--- config.mk ---
export PLATFORM = sky130hd
export DESIGN_NAME = calendar_time_setter_unit
export DESIGN_NICKNAME = d
export VERILOG_FILES = /design/src/design/cts_pkg.sv /design/src/design/cts_step.sv /design/src/design/calendar_time_setter_unit.sv
export SDC_FILE = /design/constraint.sdc
export NUM_CORES = 1
export LEC_CHECK = 0
export ABC_CLOCK_PERIOD_IN_PS = 4900
export BUFFER_PORTS_ARGS = -buffer_cell sky130_fd_sc_hd__buf_4
export CAP_MARGIN = 30
export CORE_UTILIZATION = 40
export DETAILED_ROUTE_END_ITERATION = 8
export SLEW_MARGIN = 20
export SYNTH_ARGS = -nofsm -noshare
export SYNTH_HDL_FRONTEND = slang
export SYNTH_SLANG_ARGS = --single-unit
--- constraint.sdc ---
create_clock -name i_clk -period 4.9 [get_ports i_clk]
set_clock_uncertainty 0.15 [all_clocks]
set_input_delay 0.49 -clock i_clk [delete_from_list [all_inputs] [get_ports i_clk]]
set_output_delay 0.49 -clock i_clk [all_outputs]
set_load 0.02 [all_outputs]
--- src/design/cts_pkg.sv ---
// Types, codes and date helpers for the calendar time setter.
package cts_pkg;

    localparam logic [11:0] YEAR_MIN   = 12'd2000;
    localparam logic [11:0] YEAR_MAX   = 12'd2069;
    localparam logic [3:0]  MONTH_MAX  = 4'd12;
    localparam logic [4:0]  HOUR_MAX   = 5'd23;
    localparam logic [5:0]  MINSEC_MAX = 6'd59;
    localparam logic [2:0]  FIELD_LAST = 3'd5;

    localparam logic [2:0] MODE_LEFT  = 3'd0;
    localparam logic [2:0] MODE_RIGHT = 3'd1;
    localparam logic [2:0] MODE_UP    = 3'd2;
    localparam logic [2:0] MODE_DOWN  = 3'd3;
    localparam logic [2:0] MODE_LOAD  = 3'd4;

    localparam logic [1:0] PRESS_SHORT  = 2'd0;
    localparam logic [1:0] PRESS_REPEAT = 2'd1;

    localparam logic [2:0] FIELD_DAY    = 3'd0;
    localparam logic [2:0] FIELD_MONTH  = 3'd1;
    localparam logic [2:0] FIELD_YEAR   = 3'd2;
    localparam logic [2:0] FIELD_HOUR   = 3'd3;
    localparam logic [2:0] FIELD_MINUTE = 3'd4;
    localparam logic [2:0] FIELD_SECOND = 3'd5;

    localparam logic [3:0] MONTH_FEB = 4'd2;
    localparam logic [3:0] MONTH_APR = 4'd4;
    localparam logic [3:0] MONTH_JUN = 4'd6;
    localparam logic [3:0] MONTH_SEP = 4'd9;
    localparam logic [3:0] MONTH_NOV = 4'd11;

    typedef struct packed {
        logic [11:0] year;
        logic [3:0]  month;
        logic [4:0]  day;
        logic [4:0]  hour;
        logic [5:0]  minute;
        logic [5:0]  second;
        logic [2:0]  sel;
    } t_state;

    typedef struct packed {
        logic [2:0]  mode;
        logic [1:0]  press_kind;
        logic [11:0] load_year;
        logic [3:0]  load_month;
        logic [4:0]  load_day;
        logic [4:0]  load_hour;
        logic [5:0]  load_minute;
        logic [5:0]  load_second;
    } t_item;

    function automatic logic [4:0] month_length(input logic [3:0] m, input logic [1:0] ylow);
        logic [4:0] len;
        if (m == MONTH_FEB) begin
            len = (ylow == 2'd0) ? 5'd29 : 5'd28;
        end else if (m == MONTH_APR || m == MONTH_JUN || m == MONTH_SEP || m == MONTH_NOV) begin
            len = 5'd30;
        end else begin
            len = 5'd31;
        end
        return len;
    endfunction

    function automatic logic [4:0] clamp_day(input logic [4:0] d, input logic [3:0] m,
                                             input logic [1:0] ylow);
        logic [4:0] top;
        logic [4:0] res;
        top = month_length(m, ylow);
        if (d == 5'd0) begin
            res = 5'd1;
        end else if (d > top) begin
            res = top;
        end else begin
            res = d;
        end
        return res;
    endfunction

    // up: v >= hi wraps to lo; down: v <= lo wraps to hi
    function automatic logic [11:0] wrap_step(input logic [11:0] v, input logic [11:0] lo,
                                              input logic [11:0] hi, input logic up);
        logic [11:0] res;
        if (up) begin
            res = (v >= hi) ? lo : v + 12'd1;
        end else begin
            res = (v <= lo) ? hi : v - 12'd1;
        end
        return res;
    endfunction

endpackage

--- src/design/cts_step.sv ---
// Next-state logic: applies one button or load beat to the current date and time.
module cts_step import cts_pkg::*; (
    input  t_state i_state,
    input  t_item  i_item,
    output t_state o_state,
    output logic   o_consumed
);

    logic        acting;
    logic        up;
    logic [11:0] yr;
    logic [3:0]  mon;
    logic [4:0]  mlen;

    always_comb begin
        o_state    = i_state;
        o_consumed = 1'b0;
        acting     = (i_item.press_kind == PRESS_SHORT) || (i_item.press_kind == PRESS_REPEAT);
        up         = (i_item.mode == MODE_UP);
        yr         = i_state.year;
        mon        = i_state.month;
        mlen       = month_length(i_state.month, i_state.year[1:0]);

        case (i_item.mode)
            MODE_LOAD: begin
                if (i_item.load_year < YEAR_MIN) begin
                    yr = YEAR_MIN;
                end else if (i_item.load_year > YEAR_MAX) begin
                    yr = YEAR_MAX;
                end else begin
                    yr = i_item.load_year;
                end
                if (i_item.load_month == 4'd0) begin
                    mon = 4'd1;
                end else if (i_item.load_month > MONTH_MAX) begin
                    mon = MONTH_MAX;
                end else begin
                    mon = i_item.load_month;
                end
                o_state.year   = yr;
                o_state.month  = mon;
                o_state.day    = clamp_day(i_item.load_day, mon, yr[1:0]);
                o_state.hour   = i_item.load_hour;
                o_state.minute = i_item.load_minute;
                o_state.second = i_item.load_second;
                o_state.sel    = FIELD_DAY;
                o_consumed     = 1'b1;
            end
            MODE_LEFT: begin
                if (acting) begin
                    o_state.sel = (i_state.sel != 3'd0 && i_state.sel <= FIELD_LAST)
                                  ? i_state.sel - 3'd1 : FIELD_LAST;
                    o_consumed  = 1'b1;
                end
            end
            MODE_RIGHT: begin
                if (acting) begin
                    o_state.sel = (i_state.sel < FIELD_LAST) ? i_state.sel + 3'd1 : FIELD_DAY;
                    o_consumed  = 1'b1;
                end
            end
            MODE_UP, MODE_DOWN: begin
                if (acting) begin
                    o_consumed = 1'b1;
                    case (i_state.sel)
                        FIELD_DAY: begin
                            o_state.day = 5'(wrap_step({7'd0, i_state.day}, 12'd1,
                                                       {7'd0, mlen}, up));
                        end
                        FIELD_MONTH: begin
                            mon = 4'(wrap_step({8'd0, i_state.month}, 12'd1,
                                               {8'd0, MONTH_MAX}, up));
                            o_state.month = mon;
                            o_state.day   = clamp_day(i_state.day, mon, i_state.year[1:0]);
                        end
                        FIELD_YEAR: begin
                            yr = wrap_step(i_state.year, YEAR_MIN, YEAR_MAX, up);
                            o_state.year = yr;
                            o_state.day  = clamp_day(i_state.day, i_state.month, yr[1:0]);
                        end
                        FIELD_HOUR: begin
                            o_state.hour = 5'(wrap_step({7'd0, i_state.hour}, 12'd0,
                                                        {7'd0, HOUR_MAX}, up));
                        end
                        FIELD_MINUTE: begin
                            o_state.minute = 6'(wrap_step({6'd0, i_state.minute}, 12'd0,
                                                          {6'd0, MINSEC_MAX}, up));
                        end
                        FIELD_SECOND: begin
                            o_state.second = 6'(wrap_step({6'd0, i_state.second}, 12'd0,
                                                          {6'd0, MINSEC_MAX}, up));
                        end
                        default: begin
                            o_consumed = 1'b0;
                        end
                    endcase
                end
            end
            default: begin
                o_consumed = 1'b0;
            end
        endcase
    end

endmodule

--- src/design/calendar_time_setter_unit.sv ---
// Top level of the calendar time setter: input register, step logic, result register.
// Usage: takes one beat per clock while the output side is not stalled, and returns one
// result beat per input beat, through the input register and then the result register. The
// date and time live in the result register itself, so the step logic of one cycle sees the
// state left by the beat before it and back-to-back beats never wait on each other. Only a
// stalled output holds up the input register, and while a finished result is still waiting
// the input side can still take one beat into an empty input register. After reset the block
// holds 2000-01-01 00:00:00 with the day field selected.
module calendar_time_setter_unit import cts_pkg::*; (
    input  logic        i_clk,
    input  logic        i_rst_n,
    input  logic        i_in_valid,
    output logic        o_in_ready,
    input  logic [2:0]  i_mode,
    input  logic [1:0]  i_press_kind,
    input  logic [11:0] i_load_year,
    input  logic [3:0]  i_load_month,
    input  logic [4:0]  i_load_day,
    input  logic [4:0]  i_load_hour,
    input  logic [5:0]  i_load_minute,
    input  logic [5:0]  i_load_second,
    output logic        o_out_valid,
    input  logic        i_out_ready,
    output logic        o_consumed,
    output logic [11:0] o_cur_year,
    output logic [3:0]  o_cur_month,
    output logic [4:0]  o_cur_day,
    output logic [4:0]  o_cur_hour,
    output logic [5:0]  o_cur_minute,
    output logic [5:0]  o_cur_second,
    output logic [2:0]  o_selected_field
);

    logic   r_in_valid;
    t_item  r_item;
    logic   r_out_valid;
    t_state r_state;
    logic   r_consumed;

    t_state n_state;
    logic   n_consumed;
    logic   advance;

    assign advance    = r_in_valid && (!r_out_valid || i_out_ready);
    assign o_in_ready = !r_in_valid || advance;

    cts_step u_step (
        .i_state    (r_state),
        .i_item     (r_item),
        .o_state    (n_state),
        .o_consumed (n_consumed)
    );

    always_ff @(posedge i_clk) begin
        if (!i_rst_n) begin
            r_in_valid     <= 1'b0;
            r_out_valid    <= 1'b0;
            r_consumed     <= 1'b0;
            r_state.year   <= YEAR_MIN;
            r_state.month  <= 4'd1;
            r_state.day    <= 5'd1;
            r_state.hour   <= 5'd0;
            r_state.minute <= 6'd0;
            r_state.second <= 6'd0;
            r_state.sel    <= FIELD_DAY;
        end else begin
            if (o_in_ready) begin
                r_in_valid <= i_in_valid;
            end
            if (advance) begin
                r_out_valid <= 1'b1;
                r_state     <= n_state;
                r_consumed  <= n_consumed;
            end else if (i_out_ready) begin
                r_out_valid <= 1'b0;
            end
        end
    end

    always_ff @(posedge i_clk) begin
        if (i_in_valid && o_in_ready) begin
            r_item.mode        <= i_mode;
            r_item.press_kind  <= i_press_kind;
            r_item.load_year   <= i_load_year;
            r_item.load_month  <= i_load_month;
            r_item.load_day    <= i_load_day;
            r_item.load_hour   <= i_load_hour;
            r_item.load_minute <= i_load_minute;
            r_item.load_second <= i_load_second;
        end
    end

    assign o_out_valid      = r_out_valid;
    assign o_consumed       = r_consumed;
    assign o_cur_year       = r_state.year;
    assign o_cur_month      = r_state.month;
    assign o_cur_day        = r_state.day;
    assign o_cur_hour       = r_state.hour;
    assign o_cur_minute     = r_state.minute;
    assign o_cur_second     = r_state.second;
    assign o_selected_field = r_state.sel;

endmodule

Word-level counts from Yosys, hierarchy flattened
Index checks and enable logic that the tools add are counted.
{ "totals": {"ff_bits": 87, "latchBits": 0, "ramBits": 0, "rom_bits": 0, "in_bits": 47, "output_inout_bits": 44, "elab_cells": 200, "memories": 0} }
{ "classes": {"add_sub_neg": 14, "multipliers": 0, "div": 0, "order_cmp": 20, "eq_ne": 36, "shift": 0, "mux": 72, "bitwise": 0, "reduce_logical": 40} }
{ "ops": {"columns": ["cell", "n"], "rows": [
  ["12-bit 2-to-1 mux", 10],
  ["5-bit 2-to-1 mux", 24],
  ["38-bit case mux with 2 select lines", 1],
  ["6-bit 2-to-1 mux", 8],
  ["4-bit 2-to-1 mux", 10],
  ["38-bit 2-to-1 mux", 1],
  ["4-bit by 3-bit == test with 1-bit output, second input constant", 6],
  ["4-bit == test, second input constant", 6],
  ["4-bit AND reduction", 6],
  ["5-bit greater-than comparator", 3],
  ["5-bit case mux with 3 select lines", 1],
  ["12-bit by 1-bit adder with 12-bit output, second input constant", 1],
  ["6-bit by 1-bit adder with 6-bit output, second input constant", 2],
  ["3-bit by 2-bit == test with 1-bit output, second input constant", 4],
  ["4-bit by 2-bit == test with 1-bit output, second input constant", 3],
  ["12-bit greater-or-equal comparator, second input constant", 1],
  ["6-bit greater-or-equal comparator, second input constant", 2],
  ["12-bit greater-than comparator, second input constant", 1],
  ["12-bit by 11-bit less-or-equal comparator with 1-bit output, second input constant", 1],
  ["6-bit by 1-bit less-or-equal comparator with 1-bit output, second input constant", 2],
  ["1-bit logical OR", 12],
  ["12-bit by 11-bit < comparator with 1-bit output, second input constant", 1],
  ["3-bit 2-to-1 mux", 4],
  ["12-bit by 1-bit subtractor with 12-bit output, second input constant", 1],
  ["36 further kinds", 71]
]} }

Logic depth before layout (Yosys ltp)
{ "logic_depth": {"ltp_word": 21, "depth_mapped": 14, "depth_no_buf": 14} }

By module
Synthesis repeated with hierarchy kept, for this count alone.
{ "hier_totals": {"hier_cells": 815, "area_unflattened_um2": 6526.3} }
{ "modules_own_cells": {"columns": ["mod", "instances", "cells_per_inst", "area_per_inst_um2", "seq_area_each_um2"], "rows": [
  ["cts_step", 1, 579, 3424.5, 0.0],
  ["calendar_time_setter_unit", 1, 236, 3101.7, 2172.1]
]} }

Least setup slack after synthesis
OpenSTA, ideal clock, no wires.
{ "synth_path": {"kind": "reg2reg", "from": "reg r_state (netlist bit o_cur_month[0])", "to": "reg r_state (netlist bit o_cur_day[3])", "setup_time_ns": 0.074, "t_arrival_ns": 3.417, "required_time_ns": 4.676, "path_slack_ns": 1.258, "stages_incl_launch_ff": 14, "n_path_buf": 0, "synth_period_minus_slack_ns": 3.642, "cell_sequence": "dfxtp_1 > inv_1 > ha_1 > a2111o_1 > and4_4 > or4_4 > o21a_1 > ha_1 > nand2_1 > o2111ai_1 > a221o_1 > a21oi_4 > o21ai_0 > a31oi_1"} }
{ "synth_between": {"elab_chain_cells": 18, "word_cells_on_any_way": 48, "cone_classes": "add/sub: 2; order compare: 5; eq/ne: 12; mux: 22; reduce/logical: 7"} }
{ "synth_rtl": {"columns": ["element", "line", "source"], "rows": [
  ["start: declaration", "calendar_time_setter_unit.sv:37", "t_state r_state;"],
  ["start signal: assignment", "calendar_time_setter_unit.sv:72", "r_state <= n_state;"],
  ["4-bit by 1-bit subtractor with 4-bit output (tied with other cells)", "cts_pkg.sv:88", "res = (v <= lo) ? hi : v - 12'd1;"],
  ["4-bit 2-to-1 mux, on equally long branches", "cts_pkg.sv:88, cts_pkg.sv:86", null],
  ["4-bit 2-to-1 mux", "cts_pkg.sv:85", "if (up) begin"],
  ["4-bit 2-to-1 mux", "cts_step.sv:65", "case (i_state.sel)"],
  ["4-bit 2-to-1 mux", "cts_step.sv:63", "if (acting) begin"],
  ["4-bit 2-to-1 mux", "cts_step.sv:24", "case (i_item.mode)"],
  ["4-bit by 3-bit == test with 1-bit output", "cts_pkg.sv:58", "end else if (m == MONTH_APR || m == MONTH_JUN || m == MONTH_SEP || m == MONTH_NOV) begin"],
  ["1-bit logical OR (3 in series)", "cts_pkg.sv:58", null],
  ["1-bit 2-to-1 mux", "cts_pkg.sv:58", null],
  ["5-bit 2-to-1 mux", "cts_pkg.sv:56", "if (m == MONTH_FEB) begin"],
  ["5-bit 2-to-1 mux", "cts_step.sv:65", null],
  ["5-bit 2-to-1 mux", "cts_step.sv:63", null],
  ["5-bit 2-to-1 mux", "cts_step.sv:24", null],
  ["5-bit greater-than comparator", "cts_pkg.sv:73", "end else if (d > top) begin"],
  ["4-bit by 2-bit inequality test with 1-bit output (no line)", null, null],
  ["6-bit AND reduction (no line)", null, null]
]} }
Several ways; a longest one is shown, not always the timed one. The select of a mux whose other input is x is not followed.
A chain may end at the register's enable or synchronous reset.

Final worst setup path
{ "layout_path": {"from": "reg r_item[40] (netlist bit)", "to": "reg r_state (netlist bit o_cur_day[0])"} }
{ "layout_between": {"elab_chain_cells": 19, "word_cells_on_any_way": 47, "cone_classes": "order compare: 2; eq/ne: 12; mux: 26; reduce/logical: 7"} }
{ "layout_rtl": {"columns": ["element", "line", "source"], "rows": [
  ["start: declaration", "calendar_time_setter_unit.sv:35", "t_item r_item;"],
  ["parallel branches: the longest is 19 deep, another holds 5-bit 2-to-1 mux", null, null]
]} }
Parallel ways; which one is timed is not known. The select of a mux whose other input is x is not followed.

==> flow_summary_export.csv <==
group,metric,value,unit
place,place_area,6680,um^2
clocking,clock_latency,350,ps
detailed_routing,wirelength,16.72,mm
global_routing,grt.total_usage,0.2228,
finish,fin_area,7005,um^2
place,gp_congestion,0.9122,
sta,rsz0062_at_grt,"no",
sta,period_minus_slack,4017,ps
place,place_hpwl,11.57,mm
sta,setup_viol,0,
logic_synthesis,syn_nets,788,
detailed_routing,firstDrtPassIters,5,
detailed_routing,viasPerCell,6.011,
logic_synthesis,synth_area,5939,um^2
worst_setup_path,cp.required,5030,ps
place,port_buffers,89,
sta,fmax,249.0,MHz
worst_setup_path,worst_setup_path_start_kind,"flop",
detailed_routing,postRouteAntennaNets,0,
global_routing,grt_max_degree,43,
power,combPwrFrac,0.139,
sta,finalCritPeriodShare,0.8198,
worst_setup_path,worstPathArrival,4140,ps
finish,drive_gt1_frac,0.1669,
power,p_switching,0.4746,mW
power,ir_drop,0.1589,mV
power,switching_share,0.2693,
die,die-height,123.9,um
clocking,htreeDepth,3,
logic_synthesis,ys_seq_area_frac,0.3606,
run,cap_violations,0,
finish,final_common_cell,"buf_4",
logic_synthesis,async_flop_share,0,
die,die_x,123.9,um
clocking,cts_tree,"done",
clocking,cts_root_buffer,"clkbuf_16",
finish,nNetsFinal,845,
worst_setup_path,worstSetupPathType,"flop to flop",
worst_setup_path,end_kind,"flop",
detailed_routing,via_count,5753,
sta,whs,164.2,ps
clocking,clockBufferDepth,2,
die,dieArea,15340,um^2
logic_synthesis,synth_edf_count,42,
sta,finalMaxSlewViolations,0,
power,intPower,1.287,mW
finish,layout_common_cells,"96 x buf_4, 72 x nor2_1, 62 x nand2_1, 56 x a21oi_1, 45 x o21ai_0",
logic_synthesis,ys_ff_latch,86,
global_routing,grt-ovfl-total,0,
clocking,clkSlewWorstSetupHoldPaths,60,ps
power,p_total,1.762,mW
clocking,hold_buffers,0,
logic_synthesis,synthCells,711,
power,power_frac_clock,0.395,
die,ioPinCount,91,
clocking,cts_buffers,9,
sta,hold_viol,0,
logic_synthesis,yosys_warnings,0,
die,start_util,0.4087,
clocking,clkSinkCount,86,
power,power_density,251.5,nW/um^2
hold_path,min_path_type,"input port to flop",
die,num_rows,44,
worst_setup_path,cp_max_fo,16,
logic_synthesis,yosysUniqueCellTypes,73,
global_routing,grt_pass1_vias,5141,
sta,fin_ws,883.2,ps
global_routing,grt_antenna_before_repair,0,
detailed_routing,wl_per_cell,17.47,um
clocking,cts_resized,0,
global_routing,grt_pass1_wl,26.33,mm
power,leakagePower,2.680,nW
finish,antenna_cells,0,
clocking,cts_setup_buffers,0,
finish,area_growth,17.95,%
logic_synthesis,syn_avg_cell_area,8.354,um^2
logic_synthesis,synthFlopType,"dfxtp_1",
sta,maxSlewHeadroom,0.3965,
detailed_routing,remaining_drc_errors,0,
status,outcome,"finished clean",
detailed_routing,drt_first_iter_violations,482,
power,seqPwrFrac,0.466,
finish,fill_cells,1465,
sta,setup-tns-final,0,ps
place,preCtsSetupSlack,932.4,ps
die,core_area,14530,um^2
sta,worstMarginPinSlew,901.2,ps
stage by stage:
step                        util  instances
after floorplan                -        711
after global placement    0.4591        939
after detailed placement  0.4596        940
after CTS                 0.4801        956
after global routing      0.4820        957
final                     0.4820        957
flip-flops by register name, summed over array words and instances, names as in the netlist, 3 cells and up:
signal,cells
o_cur_day,5
o_cur_second,6
o_cur_hour,5
o_selected_field,3
o_cur_year,12
o_cur_minute,6
o_cur_month,4
r_item,42
worst max-delay path: stages (launching register included):
cell	delay (ps)
edfxtp_1	360
buf_4	210
or3b_4	540
or3_1	380
and4_4	190
or4_4	520
o21a_1	190
ha_1	270
nand2_1	60
o2111ai_1	120
a221o_1	400
a21oi_4	270
o32ai_1	140
a31oi_1	140
power by group through the flow:
stage               clock [mW]  combinational, mW  sequential (mW)
floorplan                    0              0.157            0.830
global placement             0              0.234            0.836
detailed placement           0              0.239            0.837
CTS                      0.715              0.240            0.821
global route             0.743              0.267            0.826
finish                   0.696              0.244            0.822
cells by family after synthesis:
family / after synthesis / share of synthesized area
AO/OA/AOI/OAI: 235 / 0.2697
XOR/XNOR: 13 / 0.01917
adder cells (fa/ha/maj): 30 / 0.06320
buffers and inverters: 78 / 0.05266
flip-flops: 86 / 0.3606
multiplexers: 6 / 0.01074
AND/OR/NAND/NOR: 263 / 0.2239
final cells by class:
type / instances / area [um^2] / area share
Inverter: 27 / 101.3 / 0.01447
Clock buffer: 9 / 225.2 / 0.03215
Clock inverter: 7 / 72.57 / 0.01036
Multi-Input combinational cell: 547 / 3486 / 0.4976
Tap cell: 184 / 230.2 / 0.03286
Sequential cell: 86 / 2142 / 0.3058
Timing Repair Buffer: 97 / 748.2 / 0.1068
synth_stat cells, types with 11 or more instances:
cell type / instances / area, um^2
edfxtp_1: 42 / 1261
o21ai_0: 45 / 225.2
nand3_1: 20 / 100.1
o211ai_1: 17 / 127.6
dfxtp_1: 44 / 880.8
nor3_1: 19 / 95.09
a211oi_1: 15 / 112.6
clkbuf_1: 37 / 138.9
nand2_1: 62 / 232.7
a21oi_1: 56 / 280.3
a31oi_1: 11 / 68.82
nor4_1: 11 / 68.82
inv_1: 26 / 97.59
ha_1: 30 / 375.4
nor2_1: 72 / 270.3
per-layer routing:
layer,vias to the layer above,track usage,wire length (um)
met3,21,0.03617,832
met2,179,0.3587,7977
met4,0,0.09111,370
met1,2756,0.2959,7542
met5,-,0,0
li1,2797,-,-
worst paths after layout:
kind                           startpoint                         to  slack [ps]  depth (start not counted)
setup / recovery     r_item[40]$_DFFE_PP_  o_cur_day[0]$_SDFFE_PN1P_         880                         13
hold / removal             i_load_year[5]       r_item[31]$_DFFE_PP_         160                          1
setup reg to reg     r_item[40]$_DFFE_PP_  o_cur_day[0]$_SDFFE_PN1P_         880                         13
hold reg to reg   o_consumed$_SDFFE_PN0P_    o_consumed$_SDFFE_PN0P_         310                          2
Power figures use the tool's default switching activity.
